<file path="config.mk">
export PLATFORM = sky130hd
export DESIGN_NAME = mandelbrot_escape_pixel
export DESIGN_NICKNAME = d
export VERILOG_FILES = /design/src/rtl/mep_pkg.sv /design/src/rtl/mep_mul.sv /design/src/rtl/mep_dp.sv /design/src/rtl/mep_ctrl.sv /design/src/rtl/mandelbrot_escape_pixel.sv
export SDC_FILE = /design/constraint.sdc
export NUM_CORES = 2
export LEC_CHECK = 0
export BUFFER_PORTS_ARGS = -buffer_cell sky130_fd_sc_hd__buf_2
export CORE_MARGIN = 2
export CORE_UTILIZATION = 45
export DETAILED_ROUTE_END_ITERATION = 7
export HOLD_SLACK_MARGIN = 0.05
export PLACE_DENSITY = 0.68
export SETUP_SLACK_MARGIN = 0.02
export SKIP_CTS_REPAIR_TIMING = 1
export SLEW_MARGIN = 20
export SYNTH_ARGS = -nofsm -noshare
export SYNTH_HDL_FRONTEND = slang
export SYNTH_HIERARCHICAL = 1
export SYNTH_SLANG_ARGS = --single-unit
</file>
<file path="constraint.sdc">
create_clock -name clk_i -period 14.3 [get_ports clk_i]
set_input_delay 1.43 -clock clk_i [delete_from_list [all_inputs] [get_ports clk_i]]
set_output_delay 1.43 -clock clk_i [all_outputs]
set_load 0.1 [all_outputs]
</file>
<file path="src/rtl/mep_pkg.sv">
// ----------------------------------------------------------------------------
// mep_pkg
// Shared constants, types and helpers of the escape-time pixel evaluator.
// ----------------------------------------------------------------------------
`default_nettype none

package mep_pkg;

  // Field and register widths
  localparam int PixW    = 10;
  localparam int CoordW  = 32;
  localparam int StepW   = 31;
  localparam int LimitW  = 16;
  localparam int CountW  = 17;
  localparam int ColorW  = 5;
  localparam int CfgIdxW = 2;

  // Fixed-point format and geometry
  localparam int FracBits   = 28;
  localparam int SidePixels = 1024;

  // Shared multiplier and iteration word sizes
  localparam int MulW  = 32;
  localparam int ProdW = 2 * MulW;
  localparam int SqW   = ProdW - FracBits;   // scaled square
  localparam int AccW  = SqW + 2;            // sums of squares and coordinates
  localparam int ZW    = 34;                 // stored x and y
  localparam int CSumW = PixW + StepW + 2;   // start + pixel * step

  localparam logic [SqW:0] EscapeBound = (SqW + 1)'(64'd4 << FracBits);

  localparam logic signed [CSumW-1:0] CoordMax = CSumW'({1'b0, {(CoordW - 1){1'b1}}});
  localparam logic signed [CSumW-1:0] CoordMin = -CoordMax - CSumW'(1);

  localparam logic [ColorW-1:0] PaletteLast = ColorW'(23);
  localparam logic [ColorW-1:0] InsideColor = ColorW'(24);

  // Register indexes
  localparam logic [CfgIdxW-1:0] CfgLeft  = CfgIdxW'(0);
  localparam logic [CfgIdxW-1:0] CfgTop   = CfgIdxW'(1);
  localparam logic [CfgIdxW-1:0] CfgStep  = CfgIdxW'(2);
  localparam logic [CfgIdxW-1:0] CfgLimit = CfgIdxW'(3);

  // Register reset values
  localparam logic signed [CoordW-1:0] LeftReset  = -CoordW'(32'sd536870912);
  localparam logic signed [CoordW-1:0] TopReset   = CoordW'(32'sd536870912);
  localparam logic [StepW-1:0]         StepReset  = StepW'(1048576);
  localparam logic [LimitW-1:0]        LimitReset = LimitW'(256);

  typedef enum logic [2:0] {
    MulNone,
    MulCol,
    MulRow,
    MulXy,
    MulXx,
    MulYy
  } mul_sel_e;

  typedef struct packed {
    logic     load_px;
    mul_sel_e mul_sel;
    logic     set_cre;
    logic     set_cim;
    logic     run_round;
    logic     set_y;
    logic     set_x2;
    logic     fin_esc;
    logic     fin_lim;
  } dp_cmd_t;

  typedef struct packed {
    logic escaped;
    logic at_limit;
  } dp_stat_t;

  // Clip an exact coordinate sum to the signed register format.
  function automatic logic signed [CoordW-1:0] sat_coord(input logic signed [CSumW-1:0] v);
    logic signed [CoordW-1:0] r;
    if (v > CoordMax) begin
      r = CoordMax[CoordW-1:0];
    end else if (v < CoordMin) begin
      r = CoordMin[CoordW-1:0];
    end else begin
      r = v[CoordW-1:0];
    end
    return r;
  endfunction

endpackage

`default_nettype wire

</file>
<file path="src/rtl/mep_mul.sv">
// ----------------------------------------------------------------------------
// mep_mul
// Shared unsigned multiplier with a registered product.
// ----------------------------------------------------------------------------
`default_nettype none

module mep_mul (
  input  logic                       clk_i,
  input  logic [mep_pkg::MulW-1:0]   a_i,
  input  logic [mep_pkg::MulW-1:0]   b_i,
  output logic [mep_pkg::ProdW-1:0]  p_o
);
  import mep_pkg::*;

  logic [ProdW-1:0] p_q;

  always_ff @(posedge clk_i) begin
    p_q <= ProdW'(a_i) * ProdW'(b_i);
  end

  assign p_o = p_q;

endmodule

`default_nettype wire

</file>
<file path="src/rtl/mep_dp.sv">
// ----------------------------------------------------------------------------
// mep_dp
// Datapath: point setup, z = z^2 + c rounds on one shared multiplier,
// round and palette counters, result registers.
// ----------------------------------------------------------------------------
`default_nettype none

module mep_dp (
  input  logic                              clk_i,
  input  mep_pkg::dp_cmd_t                  cmd_i,
  output mep_pkg::dp_stat_t                 stat_o,
  input  logic [mep_pkg::PixW-1:0]          column_i,
  input  logic [mep_pkg::PixW-1:0]          row_i,
  input  logic signed [mep_pkg::CoordW-1:0] left_i,
  input  logic signed [mep_pkg::CoordW-1:0] top_i,
  input  logic [mep_pkg::StepW-1:0]         step_i,
  input  logic [mep_pkg::LimitW-1:0]        limit_i,
  output logic [mep_pkg::CountW-1:0]        escape_count_o,
  output logic [mep_pkg::ColorW-1:0]        color_index_o
);
  import mep_pkg::*;

  logic [PixW-1:0]          col_q, row_q, col_c, row_c;
  logic signed [CoordW-1:0] cre_q, cim_q;
  logic signed [ZW-1:0]     x_q, y_q, x_abs, y_abs;
  logic [SqW-1:0]           x2_q, y2;
  logic                     xy_neg_q;
  logic [LimitW-1:0]        round_q;
  logic [ColorW-1:0]        pal_q, pal_last_q;
  logic [CountW-1:0]        count_q;
  logic [ColorW-1:0]        color_q;

  logic [MulW-1:0]          mul_a, mul_b, x_mag, y_mag;
  logic [ProdW-1:0]         prod;
  logic signed [CSumW-1:0]  re_sum, im_sum;
  logic signed [AccW-1:0]   xy_q_ext, xy_term, y_new, x_new;
  logic                     xy_adj;
  logic [SqW:0]             mag_sum;

  // Clamp pixel indexes to the picture side
  always_comb begin
    col_c = column_i;
    row_c = row_i;
    if (32'(column_i) >= 32'(SidePixels)) col_c = PixW'(SidePixels - 1);
    if (32'(row_i) >= 32'(SidePixels))    row_c = PixW'(SidePixels - 1);
  end

  assign x_abs = x_q[ZW-1] ? -x_q : x_q;
  assign y_abs = y_q[ZW-1] ? -y_q : y_q;
  assign x_mag = x_abs[MulW-1:0];
  assign y_mag = y_abs[MulW-1:0];

  always_comb begin
    case (cmd_i.mul_sel)
      MulCol: begin
        mul_a = MulW'(col_q);
        mul_b = MulW'(step_i);
      end
      MulRow: begin
        mul_a = MulW'(row_q);
        mul_b = MulW'(step_i);
      end
      MulXy: begin
        mul_a = x_mag;
        mul_b = y_mag;
      end
      MulXx: begin
        mul_a = x_mag;
        mul_b = x_mag;
      end
      MulYy: begin
        mul_a = y_mag;
        mul_b = y_mag;
      end
      default: begin
        mul_a = '0;
        mul_b = '0;
      end
    endcase
  end

  mep_mul u_mul (
    .clk_i (clk_i),
    .a_i   (mul_a),
    .b_i   (mul_b),
    .p_o   (prod)
  );

  // Point setup: exact sums, then clip
  assign re_sum = CSumW'(left_i) + $signed({2'b00, prod[PixW+StepW-1:0]});
  assign im_sum = CSumW'(top_i)  - $signed({2'b00, prod[PixW+StepW-1:0]});

  // 2*x*y with floor rounding, then add c_im
  assign xy_q_ext = $signed(AccW'(prod[ProdW-1:FracBits-1]));
  assign xy_adj   = xy_neg_q & (|prod[FracBits-2:0]);
  assign xy_term  = xy_neg_q ? -(xy_q_ext + AccW'(xy_adj)) : xy_q_ext;
  assign y_new    = xy_term + AccW'(cim_q);

  // The product register holds y*y once a round has run
  assign y2      = (round_q == '0) ? '0 : prod[ProdW-1:FracBits];
  assign x_new   = $signed(AccW'(x2_q)) - $signed(AccW'(y2)) + AccW'(cre_q);
  assign mag_sum = (SqW + 1)'(x2_q) + (SqW + 1)'(y2);

  assign stat_o.escaped  = (round_q != '0) && (mag_sum > EscapeBound);
  assign stat_o.at_limit = (round_q == limit_i);

  always_ff @(posedge clk_i) begin
    if (cmd_i.load_px) begin
      col_q <= col_c;
      row_q <= row_c;
    end
    if (cmd_i.set_cre) begin
      cre_q <= sat_coord(re_sum);
    end
    if (cmd_i.set_cim) begin
      cim_q   <= sat_coord(im_sum);
      x_q     <= '0;
      y_q     <= '0;
      x2_q    <= '0;
      round_q <= '0;
      pal_q   <= '0;
    end
    if (cmd_i.run_round) begin
      x_q        <= x_new[ZW-1:0];
      xy_neg_q   <= x_q[ZW-1] ^ y_q[ZW-1];
      round_q    <= round_q + LimitW'(1);
      pal_last_q <= pal_q;
      // Palette index advances on every second round
      if (round_q[0]) begin
        pal_q <= (pal_q == PaletteLast) ? '0 : pal_q + ColorW'(1);
      end
    end
    if (cmd_i.set_y) begin
      y_q <= y_new[ZW-1:0];
    end
    if (cmd_i.set_x2) begin
      x2_q <= prod[ProdW-1:FracBits];
    end
    if (cmd_i.fin_esc) begin
      count_q <= CountW'(round_q - LimitW'(1));
      color_q <= pal_last_q;
    end
    if (cmd_i.fin_lim) begin
      count_q <= CountW'(limit_i) + CountW'(1);
      color_q <= InsideColor;
    end
  end

  assign escape_count_o = count_q;
  assign color_index_o  = color_q;

endmodule

`default_nettype wire

</file>
<file path="src/rtl/mep_ctrl.sv">
// ----------------------------------------------------------------------------
// mep_ctrl
// Sequencer: point setup, then rounds through S_XY, S_Y and S_SQ until escape or limit.
// ----------------------------------------------------------------------------
`default_nettype none

module mep_ctrl (
  input  logic               clk_i,
  input  logic               rst_ni,
  input  logic               start_i,
  output logic               busy_o,
  output logic               done_o,
  input  mep_pkg::dp_stat_t  stat_i,
  output mep_pkg::dp_cmd_t   cmd_o
);
  import mep_pkg::*;

  typedef enum logic [2:0] {
    S_IDLE,
    S_COL,
    S_ROW,
    S_CIM,
    S_XY,
    S_Y,
    S_SQ
  } state_e;

  state_e state_q, state_d;
  logic   busy_q, done_q, done_d;

  always_comb begin
    cmd_o   = '0;
    cmd_o.mul_sel = MulNone;
    state_d = state_q;
    done_d  = 1'b0;
    case (state_q)
      S_IDLE: begin
        if (start_i) begin
          cmd_o.load_px = 1'b1;
          state_d       = S_COL;
        end
      end
      S_COL: begin
        cmd_o.mul_sel = MulCol;
        state_d       = S_ROW;
      end
      S_ROW: begin
        cmd_o.set_cre = 1'b1;
        cmd_o.mul_sel = MulRow;
        state_d       = S_CIM;
      end
      S_CIM: begin
        cmd_o.set_cim = 1'b1;
        state_d       = S_XY;
      end
      S_XY: begin
        if (stat_i.escaped) begin
          cmd_o.fin_esc = 1'b1;
          done_d        = 1'b1;
          state_d       = S_IDLE;
        end else if (stat_i.at_limit) begin
          cmd_o.fin_lim = 1'b1;
          done_d        = 1'b1;
          state_d       = S_IDLE;
        end else begin
          cmd_o.run_round = 1'b1;
          cmd_o.mul_sel   = MulXy;
          state_d         = S_Y;
        end
      end
      S_Y: begin
        cmd_o.set_y   = 1'b1;
        cmd_o.mul_sel = MulXx;
        state_d       = S_SQ;
      end
      S_SQ: begin
        cmd_o.set_x2  = 1'b1;
        cmd_o.mul_sel = MulYy;
        state_d       = S_XY;
      end
      default: begin
        state_d = S_IDLE;
      end
    endcase
  end

  always_ff @(posedge clk_i or negedge rst_ni) begin
    if (!rst_ni) begin
      state_q <= S_IDLE;
      busy_q  <= 1'b0;
      done_q  <= 1'b0;
    end else begin
      state_q <= state_d;
      busy_q  <= (state_d != S_IDLE);
      done_q  <= done_d;
    end
  end

  assign busy_o = busy_q;
  assign done_o = done_q;

`ifndef SYNTH
  a_done_idle: assert property (@(posedge clk_i) disable iff (!rst_ni)
    done_o |-> !busy_o) else $error("result strobe while busy");

  a_start_busy: assert property (@(posedge clk_i) disable iff (!rst_ni)
    (start_i && !busy_o) |=> busy_o) else $error("accepted pixel did not start");

  a_done_pulse: assert property (@(posedge clk_i) disable iff (!rst_ni)
    done_o |=> !done_o) else $error("result strobe longer than one cycle");
`endif

endmodule

`default_nettype wire

</file>
<file path="src/rtl/mandelbrot_escape_pixel.sv">
// ----------------------------------------------------------------------------
// mandelbrot_escape_pixel
// Escape-time evaluator for one pixel of a Mandelbrot view in Q4.28.
// ----------------------------------------------------------------------------
// Usage:
//   Program left_start, top_start, step and iter_limit through the write
//   port (cfg_we_i, cfg_idx_i, cfg_wdata_i) while the block is idle.
//   Present a pixel on column_i/row_i with start_i; the beat is taken at an
//   edge where start_i is high and busy_o is low. busy_o stays high until
//   the result is out.
//   The result beat (escape_count_o, color_index_o) is shown for exactly
//   one cycle with done_o; the receiver cannot stall it.
// Sequence:
//   Point setup (column*step, row*step, clip), then rounds on the one
//   shared 32x32 multiplier (x*y, x*x, y*y); before each round the
//   sequencer decides between escape, limit and another round. One
//   pixel is in flight at a time, and a new one may be started in the
//   cycle that done_o is shown.
// Reset:
//   rst_ni clears the sequencer and loads the register reset values.
// ----------------------------------------------------------------------------
`default_nettype none

module mandelbrot_escape_pixel (
  input  logic                          clk_i,
  input  logic                          rst_ni,
  input  logic                          cfg_we_i,
  input  logic [mep_pkg::CfgIdxW-1:0]   cfg_idx_i,
  input  logic [mep_pkg::CoordW-1:0]    cfg_wdata_i,
  input  logic                          start_i,
  output logic                          busy_o,
  input  logic [mep_pkg::PixW-1:0]      column_i,
  input  logic [mep_pkg::PixW-1:0]      row_i,
  output logic                          done_o,
  output logic [mep_pkg::CountW-1:0]    escape_count_o,
  output logic [mep_pkg::ColorW-1:0]    color_index_o
);
  import mep_pkg::*;

  logic signed [CoordW-1:0] left_q, top_q;
  logic [StepW-1:0]         step_q;
  logic [LimitW-1:0]        limit_q;

  dp_cmd_t  cmd;
  dp_stat_t stat;

  // Configuration registers: write-only, taken on any enabled edge
  always_ff @(posedge clk_i or negedge rst_ni) begin
    if (!rst_ni) begin
      left_q  <= LeftReset;
      top_q   <= TopReset;
      step_q  <= StepReset;
      limit_q <= LimitReset;
    end else if (cfg_we_i) begin
      case (cfg_idx_i)
        CfgLeft:  left_q  <= $signed(cfg_wdata_i);
        CfgTop:   top_q   <= $signed(cfg_wdata_i);
        CfgStep:  step_q  <= cfg_wdata_i[StepW-1:0];
        CfgLimit: limit_q <= cfg_wdata_i[LimitW-1:0];
        default: begin
        end
      endcase
    end
  end

  // Sequencer: hold setup, advance rounds, drop to idle on escape or limit
  mep_ctrl u_ctrl (
    .clk_i   (clk_i),
    .rst_ni  (rst_ni),
    .start_i (start_i),
    .busy_o  (busy_o),
    .done_o  (done_o),
    .stat_i  (stat),
    .cmd_o   (cmd)
  );

  // Datapath with the shared multiplier and result registers
  mep_dp u_dp (
    .clk_i          (clk_i),
    .cmd_i          (cmd),
    .stat_o         (stat),
    .column_i       (column_i),
    .row_i          (row_i),
    .left_i         (left_q),
    .top_i          (top_q),
    .step_i         (step_q),
    .limit_i        (limit_q),
    .escape_count_o (escape_count_o),
    .color_index_o  (color_index_o)
  );

`ifndef SYNTH
  a_color_range: assert property (@(posedge clk_i) disable iff (!rst_ni)
    done_o |-> (color_index_o <= InsideColor)) else $error("palette index out of range");

  a_escape_below_limit: assert property (@(posedge clk_i) disable iff (!rst_ni)
    (done_o && (color_index_o != InsideColor)) |-> (escape_count_o < CountW'(limit_q)))
    else $error("escaped count not below limit");
`endif

endmodule

`default_nettype wire
</file>
==> results.sh <==
export IMPL_start_kind="flop"
export IMPL_ys_flop_type="edfxtp_1"
export IMPL_grt_usage=0.263
export IMPL_mostFrequentLayoutCell="inv_1"
export IMPL_synth_nets=8613
export IMPL_worstPathRequired_ps=14830
export IMPL_dr_first_iter_drc_count=4324
export IMPL_setup_viol=0
export IMPL_drv_cap=0
export IMPL_ant_nets=0
export IMPL_hpwlAfterDp_um=158000
export IMPL_netlist_instances=7130
export IMPL_vias_per_cell=5.62
export IMPL_r2r_slack_ps=520
export IMPL_crit_top_cell="fa_1"
export IMPL_grt_pass1_vias=52700
export IMPL_core_rowCount=139
export IMPL_mostFrequentLayoutCells="inv_1, fa_1, nand2_1, and2_1, ha_1"
export IMPL_fillCellCount=13400
export IMPL_wl_per_cell_um=21.1
export IMPL_holdWs_ps=457
export IMPL_gp_congestion=1.01
export IMPL_synth_warnings=6
export IMPL_pre_cts_slack_ps=239
export IMPL_clk_pin_slew_ps=70
export IMPL_cts_max_level=2
export IMPL_async_flop_share=0.280
export IMPL_initial_utilization=0.452
export IMPL_dieArea_sq_mm=0.147
export IMPL_grt_max_degree=72
export IMPL_critical_path_max_stage_delay_ps=600
export IMPL_routed_wl_um=193000
export IMPL_min_period_ps=13780
export IMPL_syn_mean_instance_area_sq_um=9.08
export IMPL_status="completed"
export IMPL_drv_slew=0
export IMPL_root_buffer="clkbuf_16"
export IMPL_yosysSeqAreaShare=0.172
export IMPL_final_util=0.497
export IMPL_cp_slowest_cell="or4b_4"
export IMPL_overflow=0
export IMPL_syn2layout_area_growth_pct=9.91
export IMPL_cts_buffer_depth=3
export IMPL_end_kind="flop"
export IMPL_drive_above_1_share=0.101
export IMPL_syn_area_sq_mm=0.0648
export IMPL_core_area_sq_mm=0.143
export IMPL_synth_cell_types=107
export IMPL_cts_tree="built"
export IMPL_holdCritPathClass="reg2reg"
export IMPL_synth_edff_count=225
export IMPL_fp_dieW_um=383
export IMPL_cts_made_buffers=45
export IMPL_vias=51500
export IMPL_io_buffer_count=81
export IMPL_cp_arrival_ps=14310
export IMPL_grt_pass1_wl_um=302000
export IMPL_criticalPathCategory="reg2reg"
export IMPL_die_h_um=383
export IMPL_drc=0
export IMPL_fin_ws_ps=520
export IMPL_clk_latency_ps=630
export IMPL_antenna_found_initial=1
export IMPL_worst_pin_slew_ps=1080
export IMPL_fmax_mhz=72.6
export IMPL_first_pass_iters=6
export IMPL_final_nets=8697
export IMPL_pin_count=82
export IMPL_critical_path_max_fanout=22
export IMPL_cts_sinks=415
export IMPL_skew_ps=37.4
export IMPL_timing_final_crit_share=0.964
export IMPL_ys_seq_elements=415
export IMPL_relSlewSlack=0.274
export IMPL_hold_viol=0
-- synthesized netlist by cell type, drive strengths merged, types with 10 or more instances --
library cell  instances  area, sq um
o211ai               24          195
a2111oi              11          109
and2                682         4270
xnor2               154         1350
nand2               686         2570
o311ai               11         96.3
a211oi               60          460
nand2b               46          295
a21oi               357         1800
xor2                176         1540
and3                 41          258
a31oi                66          428
buf                  24          159
o31ai                38          304
inv                1141         4280
o31a                 11         96.3
o21bai               38          285
fa                  933        18700
nor3                 53          265
ha                  492         6160
nor2b                62          388
clkbuf              328         1260
or3                  32          200
mux2                114         1280
a21o                140         1050
o21ai               294         1480
mux2i                18          180
or2                  14         90.1
o41ai                12          150
o221ai               10          105
a41oi                11          111
nand4                47          294
dfrtp               110         2750
dfxtp                74         1480
nand3                88          445
edfxtp              225         6760
o21a                 33          248
nor4                 28          181
nand3b               10         78.8
o22ai                37          231
nor2                257          965
or4                  16          120
-- critical path, delay by kind of cell (launching register included) --
family,cells,cell delay [ps]
DFF,1,380
muxes,1,340
AOI/OAI and AO/OA,16,3570
adders and majority gates,10,4730
buffers and inverters,10,1440
and+or+nand+nor,11,3000
xor gates and xnor gates,1,170
-- path summary, 6_finish.rpt --
| check | start | end | depth (start not counted) |
|---|---|---|---|
| min in group asynchronous | rst_ni | step_q[24] | 1 |
| max | u_dp/round_q[9] | u_dp/u_mul/p_o[47] | 49 |
| max in group asynchronous | rst_ni | u_ctrl/done_o | 2 |
| min reg2reg | u_dp/pal_last_q[4] | u_dp/color_index_o[4] | 1 |
| max reg2reg | u_dp/round_q[9] | u_dp/u_mul/p_o[47] | 49 |
| min | u_dp/pal_last_q[4] | u_dp/color_index_o[4] | 1 |
-- metrics by stage --
stage	cell area (sq um)	std cells	setup TNS, ps
final	71200	9157	0
after global routing	71200	9154	-36.1
after CTS	70800	9141	0
after detailed placement	69200	9057	0
after global placement	69200	9057	0
after floorplan	64800	7130	0
-- final cells by class --
type	instances	area, sq um	area share
diodes	3	7.51	0.000105
clock buffers	51	1150	0.0161
clock inverters	33	420	0.00591
inverters	1142	4290	0.0602
multi-input cells	5221	48500	0.681
flip-flops and latches	415	11100	0.157
well taps	1903	2380	0.0334
repair buffers	389	3300	0.0464
-- registers in the layout, summed over array words and instances, names as in the netlist --
name,count
u_dp/pal_q,5
u_ctrl/done_o,1
u_dp/color_index_o,5
u_dp/cre_q,32
u_dp/cim_q,32
u_dp/y_q,33
top_q,32
u_dp/xy_neg_q,1
u_dp/col_q,10
u_dp/escape_count_o,17
u_dp/row_q,10
left_q,32
u_dp/pal_last_q,5
limit_q,16
step_q,31
u_dp/x_q,33
u_dp/round_q,16
u_ctrl/busy_o,1
u_dp/u_mul/p_o,64
u_dp/x2_q,36
u_ctrl/state_q,3
-- routing by layer --
metal	vias up	share of wire	track usage	wire (um)
met5	-	0	0	0
met4	0	0.051	0.114	9860
met3	366	0.061	0.0337	11900
met2	1693	0.47	0.431	90600
met1	26100	0.42	0.349	80500
li1	23300	-	-	-
-- logic make-up (layout without fill, tap and decap cells) --
family                   Yosys count  count (layout)  synth area share
buffers and inverters           1494            1615            0.0881
adder cells (fa/ha/maj)         1425            1425             0.383
multiplexers                     135             135            0.0236
AO/OA/AOI/OAI                   1236            1236             0.123
AND/OR/NAND/NOR                 2095            2095             0.166
other                              0               3                 0
XOR/XNOR                         330             330            0.0446
flip-flops                       415             415             0.172
Power is left out: the tool's default activity adds up to more than one toggle a clock period on the data nets, which glitch-free logic cannot reach.
